File: config.mk
export PLATFORM = sky130hd
export DESIGN_NAME = ball_balance_servo_follow_flat
export DESIGN_NICKNAME = d
export VERILOG_FILES = /design/src/rtl/core/bbsf_pkg.sv /design/src/rtl/core/bbsf_channels.sv /design/src/rtl/core/ball_balance_servo_follow.sv /design/src/flat_wrapper.sv
export SDC_FILE = /design/constraint.sdc
export NUM_CORES = 2
export LEC_CHECK = 0
export ABC_AREA = 0
export BUFFER_PORTS_ARGS = -buffer_cell sky130_fd_sc_hd__buf_2
export CORE_UTILIZATION = 65
export DETAILED_ROUTE_END_ITERATION = 16
export PLACE_DENSITY = 0.9
export SLEW_MARGIN = 30
export SYNTH_ARGS = -nofsm -noshare
export SYNTH_HDL_FRONTEND = slang
export SYNTH_SLANG_ARGS = --single-unit
export TNS_END_PERCENT = 100
File: constraint.sdc
create_clock -name clk -period 11.4 [get_ports clk]
set_input_delay 2.28 -clock clk [delete_from_list [all_inputs] [get_ports clk]]
set_output_delay 2.28 -clock clk [all_outputs]
set_load 0.02 [all_outputs]
File: src/rtl/core/bbsf_pkg.sv
// ----------------------------------------------------------------------------
// bbsf_pkg
// Types, limits and register indexes of the ball balance servo follower.
// ----------------------------------------------------------------------------
package bbsf_pkg;

    localparam int PULSE_MIN  = 500;
    localparam int PULSE_MAX  = 2500;
    localparam int MISS_LIMIT = 12;
    localparam int HIT_LIMIT  = 2;

    localparam logic [11:0] PULSE_MIN_P  = 12'(PULSE_MIN);
    localparam logic [11:0] PULSE_MAX_P  = 12'(PULSE_MAX);
    localparam logic [3:0]  MISS_LIMIT_P = 4'(MISS_LIMIT);
    localparam logic [1:0]  HIT_LIMIT_P  = 2'(HIT_LIMIT);

    // register reset values
    localparam logic [11:0] CENTER_RST = 12'd1500;
    localparam logic [11:0] LEFT_RST   = 12'd1000;
    localparam logic [11:0] RIGHT_RST  = 12'd2000;
    localparam logic [14:0] DEAD_RST   = 15'd5243;
    localparam logic [15:0] SWING_RST  = 16'd19661;
    localparam logic [7:0]  NEAR_RST   = 8'd12;
    localparam logic [7:0]  FAR_RST    = 8'd80;

    // configuration register indexes
    localparam logic [2:0] CFG_CENTER = 3'd0;
    localparam logic [2:0] CFG_LEFT   = 3'd1;
    localparam logic [2:0] CFG_RIGHT  = 3'd2;
    localparam logic [2:0] CFG_INVERT = 3'd3;
    localparam logic [2:0] CFG_DEAD   = 3'd4;
    localparam logic [2:0] CFG_SWING  = 3'd5;
    localparam logic [2:0] CFG_NEAR   = 3'd6;
    localparam logic [2:0] CFG_FAR    = 3'd7;

    localparam int CFG_IDX_W  = 3;
    localparam int CFG_DATA_W = 16;

    // serial divider: 17 quotient bits
    localparam int          DIV_STEPS = 17;
    localparam logic [4:0]  DIV_LAST  = 5'(DIV_STEPS - 1);

    typedef struct packed {
        logic        active;
        logic        report_ok;
        logic [31:0] frame_gen;
        logic        ball_seen;
        logic [11:0] box_left;
        logic [11:0] box_width;
        logic [11:0] frame_width;
    } report_t;

    typedef struct packed {
        logic [11:0] pulse_out;
        logic        lost_mode;
        logic [11:0] target_out;
    } servo_t;

    function automatic logic [11:0] clamp_pose(logic [11:0] v);
        logic [11:0] r;
        r = v;
        if (v < PULSE_MIN_P)
            r = PULSE_MIN_P;
        else if (v > PULSE_MAX_P)
            r = PULSE_MAX_P;
        return r;
    endfunction

endpackage

File: src/rtl/core/bbsf_channels.sv
// ----------------------------------------------------------------------------
// bbsf channels
// Valid/ready channels for detection reports and servo commands.
// ----------------------------------------------------------------------------
interface bbsf_report_if;
    import bbsf_pkg::*;

    logic    valid;
    logic    ready;
    report_t data;

    modport source (output valid, output data, input ready);
    modport sink   (input valid, input data, output ready);
endinterface

interface bbsf_servo_if;
    import bbsf_pkg::*;

    logic   valid;
    logic   ready;
    servo_t data;

    modport source (output valid, output data, input ready);
    modport sink   (input valid, input data, output ready);
endinterface

File: src/rtl/core/ball_balance_servo_follow.sv
// ----------------------------------------------------------------------------
// ball_balance_servo_follow
// Servo follower: ball position from a detection report, deadzone, weighted
// swing, slew limit and lost/found tracking.
// An inactive report goes straight to the output; the position and, outside the
// deadzone, the swing fraction each take a 17-step bit-serial divide, and lost
// entry or found exit adds an extra slew step.
// One report in flight; the next transaction is taken in the cycle after the
// result moves into the output register, which may still be waiting.
// Reset: registers to their reset values, pulse and target to 1500, counters
// and lost mode cleared; no clearing pass.
// ----------------------------------------------------------------------------
module ball_balance_servo_follow (
    input  logic                             clk,
    input  logic                             rst_n,
    bbsf_report_if.sink                      report,
    bbsf_servo_if.source                     servo,
    input  logic                             cfg_we,
    input  logic [bbsf_pkg::CFG_IDX_W-1:0]   cfg_index,
    input  logic [bbsf_pkg::CFG_DATA_W-1:0]  cfg_data
);
    import bbsf_pkg::*;

    localparam logic [3:0] S_IDLE   = 4'd0;
    localparam logic [3:0] S_DECIDE = 4'd1;
    localparam logic [3:0] S_DIV    = 4'd2;
    localparam logic [3:0] S_POS    = 4'd3;
    localparam logic [3:0] S_MUL1   = 4'd4;
    localparam logic [3:0] S_MUL2   = 4'd5;
    localparam logic [3:0] S_ROUND  = 4'd6;
    localparam logic [3:0] S_SLEW   = 4'd7;
    localparam logic [3:0] S_OUT    = 4'd8;

    localparam logic signed [30:0] V_LO = 31'(PULSE_MIN * 65536);
    localparam logic signed [30:0] V_HI = 31'(PULSE_MAX * 65536);

    // configuration
    logic [11:0] center_reg, left_reg, right_reg;
    logic        invert_reg;
    logic [14:0] dead_reg;
    logic [15:0] swing_reg;
    logic [7:0]  near_reg, far_reg;

    // control and tracking state
    logic [3:0]  state_reg, state_next;
    logic [11:0] applied_reg, applied_next;
    logic [11:0] target_reg, target_next;
    logic [3:0]  miss_reg, miss_next;
    logic [1:0]  hit_reg, hit_next;
    logic [31:0] last_gen_reg, last_gen_next;
    logic        lost_reg, lost_next;
    logic        far_pend_reg, far_pend_next;
    logic [4:0]  cnt_reg, cnt_next;
    logic        frac_mode_reg, frac_mode_next;
    logic        out_valid_reg, out_valid_next;

    // datapath
    report_t        in_reg, in_next;
    logic [16:0]    rem_reg, rem_next;
    logic [15:0]    dvs_reg, dvs_next;
    logic [16:0]    quo_reg, quo_next;
    logic           side_reg, side_next;
    logic [15:0]    w_reg, w_next;
    logic signed [29:0] prod_reg, prod_next;
    servo_t         out_data_reg, out_data_next;

    // combinational helpers
    logic [11:0] ctr;
    logic [12:0] cx, fw13;
    logic [11:0] cx_cl;
    logic [1:0]  hit_inc;
    logic [3:0]  miss_inc;
    logic        div_ge;
    logic [16:0] div_diff, div_rem;
    logic [15:0] pos, aerr, db16;
    logic [32:0] mul1;
    logic [11:0] ext, ext_raw;
    logic signed [12:0] ext_diff;
    logic signed [29:0] mul2;
    logic signed [30:0] v_sum, v_cl, v_rnd;

    function automatic logic [11:0] slew_to(logic [11:0] cur, logic [11:0] tgt,
                                            logic [7:0] step);
        logic signed [12:0] d;
        logic signed [12:0] s;
        d = $signed({1'b0, tgt}) - $signed({1'b0, cur});
        s = $signed({5'b0, step});
        if (d > s)
            d = s;
        else if (d < -s)
            d = -s;
        return cur + d[11:0];
    endfunction

    assign ctr          = clamp_pose(center_reg);
    assign report.ready = (state_reg == S_IDLE);
    assign servo.valid  = out_valid_reg;
    assign servo.data   = out_data_reg;

    // ball center x, kept inside the frame
    assign cx    = {1'b0, in_reg.box_left} + {2'b0, in_reg.box_width[11:1]};
    assign fw13  = {1'b0, in_reg.frame_width};
    assign cx_cl = (cx >= fw13) ? 12'(fw13 - 13'd1) : cx[11:0];

    assign hit_inc  = (hit_reg == 2'd3) ? 2'd3 : hit_reg + 2'd1;
    assign miss_inc = (miss_reg == 4'd15) ? 4'd15 : miss_reg + 4'd1;

    // restoring divide, one quotient bit per cycle
    assign div_ge   = (rem_reg >= {1'b0, dvs_reg});
    assign div_diff = rem_reg - {1'b0, dvs_reg};
    assign div_rem  = div_ge ? div_diff : rem_reg;

    assign pos  = quo_reg[15:0];
    assign aerr = pos[15] ? {1'b0, pos[14:0]} : 16'd32768 - pos;
    assign db16 = {1'b0, dead_reg};

    assign mul1 = 33'(quo_reg) * 33'(swing_reg);

    assign ext_raw  = side_reg ? (invert_reg ? left_reg : right_reg)
                               : (invert_reg ? right_reg : left_reg);
    assign ext      = clamp_pose(ext_raw);
    assign ext_diff = $signed({1'b0, ext}) - $signed({1'b0, ctr});
    assign mul2     = $signed({1'b0, w_reg}) * ext_diff;

    assign v_sum = $signed({3'b0, ctr, 16'b0}) + {prod_reg[29], prod_reg};
    assign v_cl  = (v_sum < V_LO) ? V_LO : ((v_sum > V_HI) ? V_HI : v_sum);
    assign v_rnd = v_cl + 31'sd32768;

    always_comb
    begin
        state_next     = state_reg;
        applied_next   = applied_reg;
        target_next    = target_reg;
        miss_next      = miss_reg;
        hit_next       = hit_reg;
        last_gen_next  = last_gen_reg;
        lost_next      = lost_reg;
        far_pend_next  = far_pend_reg;
        cnt_next       = cnt_reg;
        frac_mode_next = frac_mode_reg;
        out_valid_next = out_valid_reg;
        in_next        = in_reg;
        rem_next       = rem_reg;
        dvs_next       = dvs_reg;
        quo_next       = quo_reg;
        side_next      = side_reg;
        w_next         = w_reg;
        prod_next      = prod_reg;
        out_data_next  = out_data_reg;

        if (out_valid_reg && servo.ready)
            out_valid_next = 1'b0;

        case (state_reg)
            S_IDLE:
            begin
                if (report.valid)
                begin
                    in_next    = report.data;
                    state_next = S_DECIDE;
                end
            end
            S_DECIDE:
            begin
                state_next = S_SLEW;
                if (!in_reg.active)
                    state_next = S_OUT;
                else if (in_reg.report_ok && in_reg.frame_gen != last_gen_reg)
                begin
                    last_gen_next = in_reg.frame_gen;
                    if (in_reg.ball_seen && in_reg.frame_width != 12'd0)
                    begin
                        miss_next = 4'd0;
                        hit_next  = hit_inc;
                        if (lost_reg)
                        begin
                            if (hit_inc >= HIT_LIMIT_P)
                            begin
                                lost_next     = 1'b0;
                                target_next   = ctr;
                                far_pend_next = 1'b1;
                            end
                        end
                        else
                        begin
                            // pos = (2cx+1) * 2^16 / (2fw)
                            rem_next       = {4'b0, cx_cl, 1'b1};
                            dvs_next       = {3'b0, in_reg.frame_width, 1'b0};
                            quo_next       = 17'd0;
                            cnt_next       = 5'd0;
                            frac_mode_next = 1'b0;
                            state_next     = S_DIV;
                        end
                    end
                    else
                    begin
                        hit_next  = 2'd0;
                        miss_next = miss_inc;
                        if (miss_inc >= MISS_LIMIT_P && !lost_reg)
                        begin
                            lost_next     = 1'b1;
                            target_next   = ctr;
                            far_pend_next = 1'b1;
                        end
                    end
                end
            end
            S_DIV:
            begin
                quo_next = {quo_reg[15:0], div_ge};
                rem_next = {div_rem[15:0], 1'b0};
                cnt_next = cnt_reg + 5'd1;
                if (cnt_reg == DIV_LAST)
                    state_next = frac_mode_reg ? S_MUL1 : S_POS;
            end
            S_POS:
            begin
                if (aerr <= db16)
                begin
                    target_next = ctr;
                    state_next  = S_SLEW;
                end
                else
                begin
                    // frac = (|err| - db) * 2^16 / (0.5 - db), at most 1.0
                    rem_next       = {1'b0, aerr - db16};
                    dvs_next       = 16'd32768 - db16;
                    side_next      = !pos[15];
                    quo_next       = 17'd0;
                    cnt_next       = 5'd0;
                    frac_mode_next = 1'b1;
                    state_next     = S_DIV;
                end
            end
            S_MUL1:
            begin
                w_next     = mul1[31:16];
                state_next = S_MUL2;
            end
            S_MUL2:
            begin
                prod_next  = mul2;
                state_next = S_ROUND;
            end
            S_ROUND:
            begin
                target_next = v_rnd[27:16];
                state_next  = S_SLEW;
            end
            S_SLEW:
            begin
                if (far_pend_reg)
                begin
                    // lost entry / found exit: extra far step toward center
                    applied_next  = slew_to(applied_reg, target_reg, far_reg);
                    far_pend_next = 1'b0;
                end
                else
                begin
                    if (lost_reg)
                    begin
                        target_next  = ctr;
                        applied_next = slew_to(applied_reg, ctr, far_reg);
                    end
                    else
                        applied_next = slew_to(applied_reg, target_reg, near_reg);
                    state_next = S_OUT;
                end
            end
            S_OUT:
            begin
                if (!out_valid_reg || servo.ready)
                begin
                    out_data_next.pulse_out  = applied_reg;
                    out_data_next.lost_mode  = lost_reg;
                    out_data_next.target_out = target_reg;
                    out_valid_next           = 1'b1;
                    state_next               = S_IDLE;
                end
            end
            default:
            begin
                state_next = S_IDLE;
            end
        endcase
    end

    always_ff @(posedge clk or negedge rst_n)
    begin
        if (!rst_n)
        begin
            state_reg     <= S_IDLE;
            applied_reg   <= CENTER_RST;
            target_reg    <= CENTER_RST;
            miss_reg      <= 4'd0;
            hit_reg       <= 2'd0;
            last_gen_reg  <= 32'd0;
            lost_reg      <= 1'b0;
            far_pend_reg  <= 1'b0;
            cnt_reg       <= 5'd0;
            frac_mode_reg <= 1'b0;
            out_valid_reg <= 1'b0;
        end
        else
        begin
            state_reg     <= state_next;
            applied_reg   <= applied_next;
            target_reg    <= target_next;
            miss_reg      <= miss_next;
            hit_reg       <= hit_next;
            last_gen_reg  <= last_gen_next;
            lost_reg      <= lost_next;
            far_pend_reg  <= far_pend_next;
            cnt_reg       <= cnt_next;
            frac_mode_reg <= frac_mode_next;
            out_valid_reg <= out_valid_next;
        end
    end

    always_ff @(posedge clk)
    begin
        in_reg       <= in_next;
        rem_reg      <= rem_next;
        dvs_reg      <= dvs_next;
        quo_reg      <= quo_next;
        side_reg     <= side_next;
        w_reg        <= w_next;
        prod_reg     <= prod_next;
        out_data_reg <= out_data_next;
    end

    always_ff @(posedge clk or negedge rst_n)
    begin
        if (!rst_n)
        begin
            center_reg <= CENTER_RST;
            left_reg   <= LEFT_RST;
            right_reg  <= RIGHT_RST;
            invert_reg <= 1'b0;
            dead_reg   <= DEAD_RST;
            swing_reg  <= SWING_RST;
            near_reg   <= NEAR_RST;
            far_reg    <= FAR_RST;
        end
        else if (cfg_we)
        begin
            case (cfg_index)
                CFG_CENTER: center_reg <= cfg_data[11:0];
                CFG_LEFT:   left_reg   <= cfg_data[11:0];
                CFG_RIGHT:  right_reg  <= cfg_data[11:0];
                CFG_INVERT: invert_reg <= cfg_data[0];
                CFG_DEAD:   dead_reg   <= cfg_data[14:0];
                CFG_SWING:  swing_reg  <= cfg_data[15:0];
                CFG_NEAR:   near_reg   <= cfg_data[7:0];
                CFG_FAR:    far_reg    <= cfg_data[7:0];
                default:    ;
            endcase
        end
    end

endmodule

File: src/flat_wrapper.sv
// flat-port wrapper written by rule: the top's interface ports become plain ports
module ball_balance_servo_follow_flat import bbsf_pkg::*;
  (clk, rst_n, cfg_we, cfg_index, cfg_data, report_valid, report_data, report_ready, servo_valid, servo_data, servo_ready);
  bbsf_report_if report_i ();
  bbsf_servo_if servo_i ();
  input  logic clk;
  input  logic rst_n;
  input  logic cfg_we;
  input  logic [bbsf_pkg::CFG_IDX_W-1:0] cfg_index;
  input  logic [bbsf_pkg::CFG_DATA_W-1:0] cfg_data;
  input wire logic [$bits(report_i.valid)-1:0] report_valid;
  input wire logic [$bits(report_i.data)-1:0] report_data;
  output wire logic [$bits(report_i.ready)-1:0] report_ready;
  output wire logic [$bits(servo_i.valid)-1:0] servo_valid;
  output wire logic [$bits(servo_i.data)-1:0] servo_data;
  input wire logic [$bits(servo_i.ready)-1:0] servo_ready;
  assign report_i.valid = report_valid;
  assign report_i.data = report_data;
  assign report_ready = report_i.ready;
  assign servo_valid = servo_i.valid;
  assign servo_data = servo_i.data;
  assign servo_i.ready = servo_ready;
  ball_balance_servo_follow u_core (.clk(clk), .rst_n(rst_n), .report(report_i), .servo(servo_i), .cfg_we(cfg_we), .cfg_index(cfg_index), .cfg_data(cfg_data));
endmodule
# Yosys cells after proc, flatten, opt, wreduce, memory -nomap -nowiden
# Cells that the tools add are included.
[op_classes]
muxes = 96
multipliers = 2
bitwise_logic = 1
magnitude_cmp = 17
n_addsub = 19
n_reduce_logical = 34
n_eq_ne = 33
[ops]
columns = ["operator", "n"]
rows = [
  ["$mux W12", 33],
  ["$mux W17", 10],
  ["$mux W16", 7],
  ["$pmux W17 S3", 2],
  ["$mux W28", 2],
  ["$pmux W12 S4", 1],
  ["$gt A13 B9 Y1", 3],
  ["$lt A13 B13 Y1", 3],
  ["$sub A12 B12 Y13", 3],
  ["$add A12 B12 Y12", 3],
  ["$mux W4", 9],
  ["$pmux W4 S9", 1],
  ["$mul A17 B16 Y32", 1],
  ["$ne A32 B32 Y1", 1],
  ["$pmux W16 S2", 1],
  ["$add A29 B30 Y31", 1],
  ["$gt A31 B29 Y1 const B", 1],
  ["$lt A31 B26 Y1 const B", 1],
  ["$mul A17 B13 Y30", 1],
  ["$add A28 B17 Y28 const B", 1],
  ["$neg A8 Y13", 2],
  ["$mux W5", 5],
  ["$gt A12 B12 Y1 const B", 2],
  ["$lt A12 B9 Y1 const B", 2],
  ["other kinds (48)", 106],
]
[totals]
elab_cells = 237
reg_bits = 352
inputBits = 95

# Logic depth before layout (Yosys ltp)
[logic_depth]
ltp_word = 13
mapped_depth = 44
ltp_nobuf = 43

# Worst setup path after synthesis
# No wires, ideal clock.
[synth_timing]
kind = "flip-flop to flip-flop"
from = "register u_core.side_reg"
to = "register u_core.prod_reg[28], data pin"
path_slack_ns = 1.000
path_stages_with_launch = 40
setup_time_ns = 0.261
synth_period_minus_slack_ns = 10.400
arrival_time_ns = 10.139
t_required_ns = 11.139
path_buffers = 0
cell_sequence = "edfxtp_1 xor2_1 mux2i_1 a21boi_0 o21ai_0 nor2_1 a21oi_1 a21oi_1 inv_1 a21boi_1 a21boi_0 ha_1 nor2b_1 o21ai_0 a21boi_0 o21ai_0 nand2b_1 a21o_1 [... 4 more ...] fa_1 fa_1 inv_1 fa_1 fa_1 fa_1 inv_1 fa_1 inv_1 ha_1 or4_1 a21oi_1 o21bai_1 a41o_1 a41oi_1 a211o_1 nand2_1 a311o_1"
[synth_via]
elab_chain_cells = 6
word_cells_on_any_way = 7
classes_between = "add/sub: 1; mul: 1; order compare: 2; mux: 3"
[synth_rtl]
columns = ["element", "line", "rtl"]
rows = [
  ["from (decl)", "ball_balance_servo_follow.sv:62", "logic side_reg, side_next;"],
  ["from (signal assigned)", "ball_balance_servo_follow.sv:326", "side_reg <= side_next;"],
  ["$mux W12 (*)", "ball_balance_servo_follow.sv:119", "assign ext_raw = side_reg ? (invert_reg ? left_reg : right_reg)"],
  ["$gt A12 B12 Y1", "bbsf_pkg.sv:64", "else if (v > PULSE_MAX_P)"],
  ["$mux W12", "bbsf_pkg.sv:64", ""],
  ["$mux W12 (*)", "bbsf_pkg.sv:62", "if (v < PULSE_MIN_P)"],
  ["$sub A12 B12 Y13 (*)", "ball_balance_servo_follow.sv:122", "assign ext_diff = $signed({1'b0, ext}) - $signed({1'b0, ctr});"],
  ["$mul A17 B13 Y30 (*)", "ball_balance_servo_follow.sv:123", "assign mul2 = $signed({1'b0, w_reg}) * ext_diff;"],
  ["via u_core.mul2[28]", "ball_balance_servo_follow.sv:79", "logic signed [29:0] mul2;"],
  ["to (signal assigned)", "ball_balance_servo_follow.sv:328", "prod_reg <= prod_next;"],
  ["to (decl)", "ball_balance_servo_follow.sv:64", "logic signed [29:0] prod_reg, prod_next;"],
]
# Mark *: on every way through the listed nets, which the timed path passes. The rest lies on a longest branch.
# A chain may end at the register's enable or synchronous reset.

# Worst setup path in the final report
# Ends and elaborated chain as after synthesis.

==> flow_metrics.env <==
export IMPL_io_pins=122
export IMPL_regToRegSetupSlack_ns=0.73
export IMPL_grt_pass1_vias=31303
export IMPL_timing_fmax_mhz=93.70
export IMPL_critPathMaxFanout=7
export IMPL_worst_pin_slew_ns=1.067
export IMPL_layout_commonest_cell="inv_1"
export IMPL_fin_crit_ns=10.67
export IMPL_grt_max_degree=82
export IMPL_vias=29669
export IMPL_final_cell_mix="inv_1, nand2_1, ha_1, fa_1, edfxtp_1"
export IMPL_drv_slew=0
export IMPL_drt_iter0_drc=2586
export IMPL_stdcell_count=4757
export IMPL_cp_slowest_stage_delay_ns=0.55
export IMPL_drv_cap=0
export IMPL_wl_per_cell_um=19.83
export IMPL_holdWs_ns=0.5183
export IMPL_reg2reg_from="u_core.side_reg"
export IMPL_critPathLaunchType="flop"
export IMPL_dp_slack_ns=0.4592
export IMPL_reg2reg_depth=39
export IMPL_period_share=0.9362
export IMPL_first_pass_iters=7
export IMPL_outcome="completed"
export IMPL_synthTopCellsByArea="fa_1, edfxtp_1, ha_1"
export IMPL_syn_nets=4766
export IMPL_ys_warn_count=0
export IMPL_via_per_inst=6.237
export IMPL_slew_headroom=0.2887
export IMPL_synth_avg_cell_area_sq_um=9.588
export IMPL_synth_top_family_by_area="adder cells"
export IMPL_h_tree_depth=2
export IMPL_drc=0
export IMPL_start_util=0.6627
export IMPL_synth_flop_cell="edfxtp_1"
export IMPL_ys_seq_area_frac=0.2610
export IMPL_crit_end="u_core.prod_reg[28]"
export IMPL_setup_violations_final=0
export IMPL_critPathCaptureType="flop"
export IMPL_cts_inserted_buffers=40
export IMPL_place_congestion=0.9659
export IMPL_clk_pin_slew_ns=0.06
export IMPL_io_buffers=120
export IMPL_place_inst=4678
export IMPL_crit_top_cell="fa_1"
export IMPL_synth_compound_area_share=0.1059
export IMPL_cts_sinks=351
export IMPL_cts_path_max_buffers=3
export IMPL_syn_inst=3920
export IMPL_synth_area_sq_mm=0.03758
export IMPL_synthToLayoutAreaGrowth_pct=7.294
export IMPL_hold_class="flop to flop"
export IMPL_crit_path_start="u_core.side_reg"
export IMPL_cp_arrival_ns=10.99
export IMPL_ant_nets=0
export IMPL_die_width_um=242.5
export IMPL_synthSimpleGateAreaFrac=0.1465
export IMPL_postCtsSetupRepairBufs=0
export IMPL_synth_fa_ha_area_frac=0.3235
export IMPL_ys_async_sr_fraction=0.4530
export IMPL_synth_top_area_frac=0.1960
export IMPL_hp_start="u_core.applied_reg[3]"
export IMPL_dp_hpwl_um=69570
export IMPL_largest_reg_flops=58
export IMPL_hold_viol=0
export IMPL_die_h_um=242.5
export IMPL_synth_distinct_cells=95
export IMPL_ys_ff_latch=351
export IMPL_antenna_found_initial=3
export IMPL_layout_drive_gt1_share=0.1116
export IMPL_die_area_sq_mm=0.05879
export IMPL_skew_ns=0.02338
export IMPL_synth_edf_count=192
export IMPL_grt_pass1_wl_um=155300
export IMPL_rows=87
export IMPL_clk_latency_ns=0.60
export IMPL_cts_tree="built"
export IMPL_yosys_area_top_type="fa_1"
export IMPL_critical_path_class="flop to flop"
export IMPL_layout_setup_ws_ns=0.7276
export IMPL_wirelength_um=94310
export IMPL_overflow=0
export IMPL_final_nets=4811
export IMPL_cts_root_buf="clkbuf_16"
export IMPL_synthXorXnorAreaFrac=0.04637
export IMPL_coreArea_sq_mm=0.05671
export IMPL_cp_required_ns=11.72
export IMPL_r2r_end="u_core.prod_reg[28]"
export IMPL_crit_slowest_cell="fa_1"
export IMPL_track_usage=0.3276
export IMPL_muxShareOfSynthArea=0.04644
export IMPL_fin_setup_tns_ns=0
export IMPL_hold_buffers=0
==> cell type report <==
class,instances,area (sq um)
Antenna cell,4,10.01
Clock buffer,51,1104
Inverter,551,2068
Multi-Input combinational cell,2870,25230
Clock inverter,23,291.5
Sequential cell,351,9811
Timing Repair Buffer,151,863.3
Fill cell,3753,16390
Tap cell,756,945.9
==> stage by stage <==
stage | area, sq um | utilization
global placement | 38850 | 0.6851
detailed placement | 38880 | 0.6856
global route | 40320 | 0.7110
finish | 40320 | 0.7110
floorplan | 37580 | -
CTS | 40270 | 0.7102
==> routing by layer <==
metal	track usage	vias to the layer above	wire length (um)
met5	0	-	0
li1	-	13211	-
met1	0.4033	14466	35600
met3	0.06658	406	8931
met4	0.1633	0	4590
met2	0.5484	1586	45190
==> critical path: cells and delay by family, from the launching register on <==
kind / cells / cell delay (ns)
XOR/XNOR: 1 / 0.30
AO/OA/AOI/OAI: 19 / 4.13
buffers and inverters: 4 / 0.23
AND/OR/NAND/NOR: 5 / 0.96
flip-flops: 1 / 0.43
adder cells (fa/ha/maj): 8 / 3.63
multiplexers: 2 / 0.73
==> logic make-up after synthesis <==
logic type,after synthesis
multiplexers,160
flip-flops,351
XOR/XNOR,199
AND/OR/NAND/NOR,1158
adder cells (fa/ha/maj),751
buffers and inverters,699
AO/OA/AOI/OAI,602
==> synthesized netlist by cell type (47+ instances only) <==
master    instances
a21o_1           49
a21oi_1         140
and2_1          137
clkbuf_1        135
dfrtp_1         106
dfstp_2          53
edfxtp_1        192
fa_1            368
ha_1            383
inv_1           551
mux2_2          115
nand2_1         507
nand3_1          47
nor2_1          162
nor3_1           72
o21ai_0         147
xnor2_1         151
xor2_1           48
==> worst min path at each step <==
stage / slack, ns / cells after the start / to
3_5_place_dp: 0.51 / 0 / u_core.servo.data[9]
2_1_floorplan: 0.42 / 0 / u_core.servo.data[0]
3_3_place_gp: 0.50 / 1 / u_core.right_reg[11]
4_1_cts: 0.52 / 2 / u_core.applied_reg[3]
6_report: 0.52 / 2 / u_core.applied_reg[3]
5_1_grt: 0.54 / 1 / u_core.last_gen_reg[19]
==> what timing repair did <==
action | in CTS | in global routing
endpoints found under the hold margin | 0 | 0
endpoints found under the setup margin | 0 | 5
gates resized for setup | 0 | 8
Power is left out: the tool's default activity adds up to more than one toggle a clock period on the data nets, which glitch-free logic cannot reach.
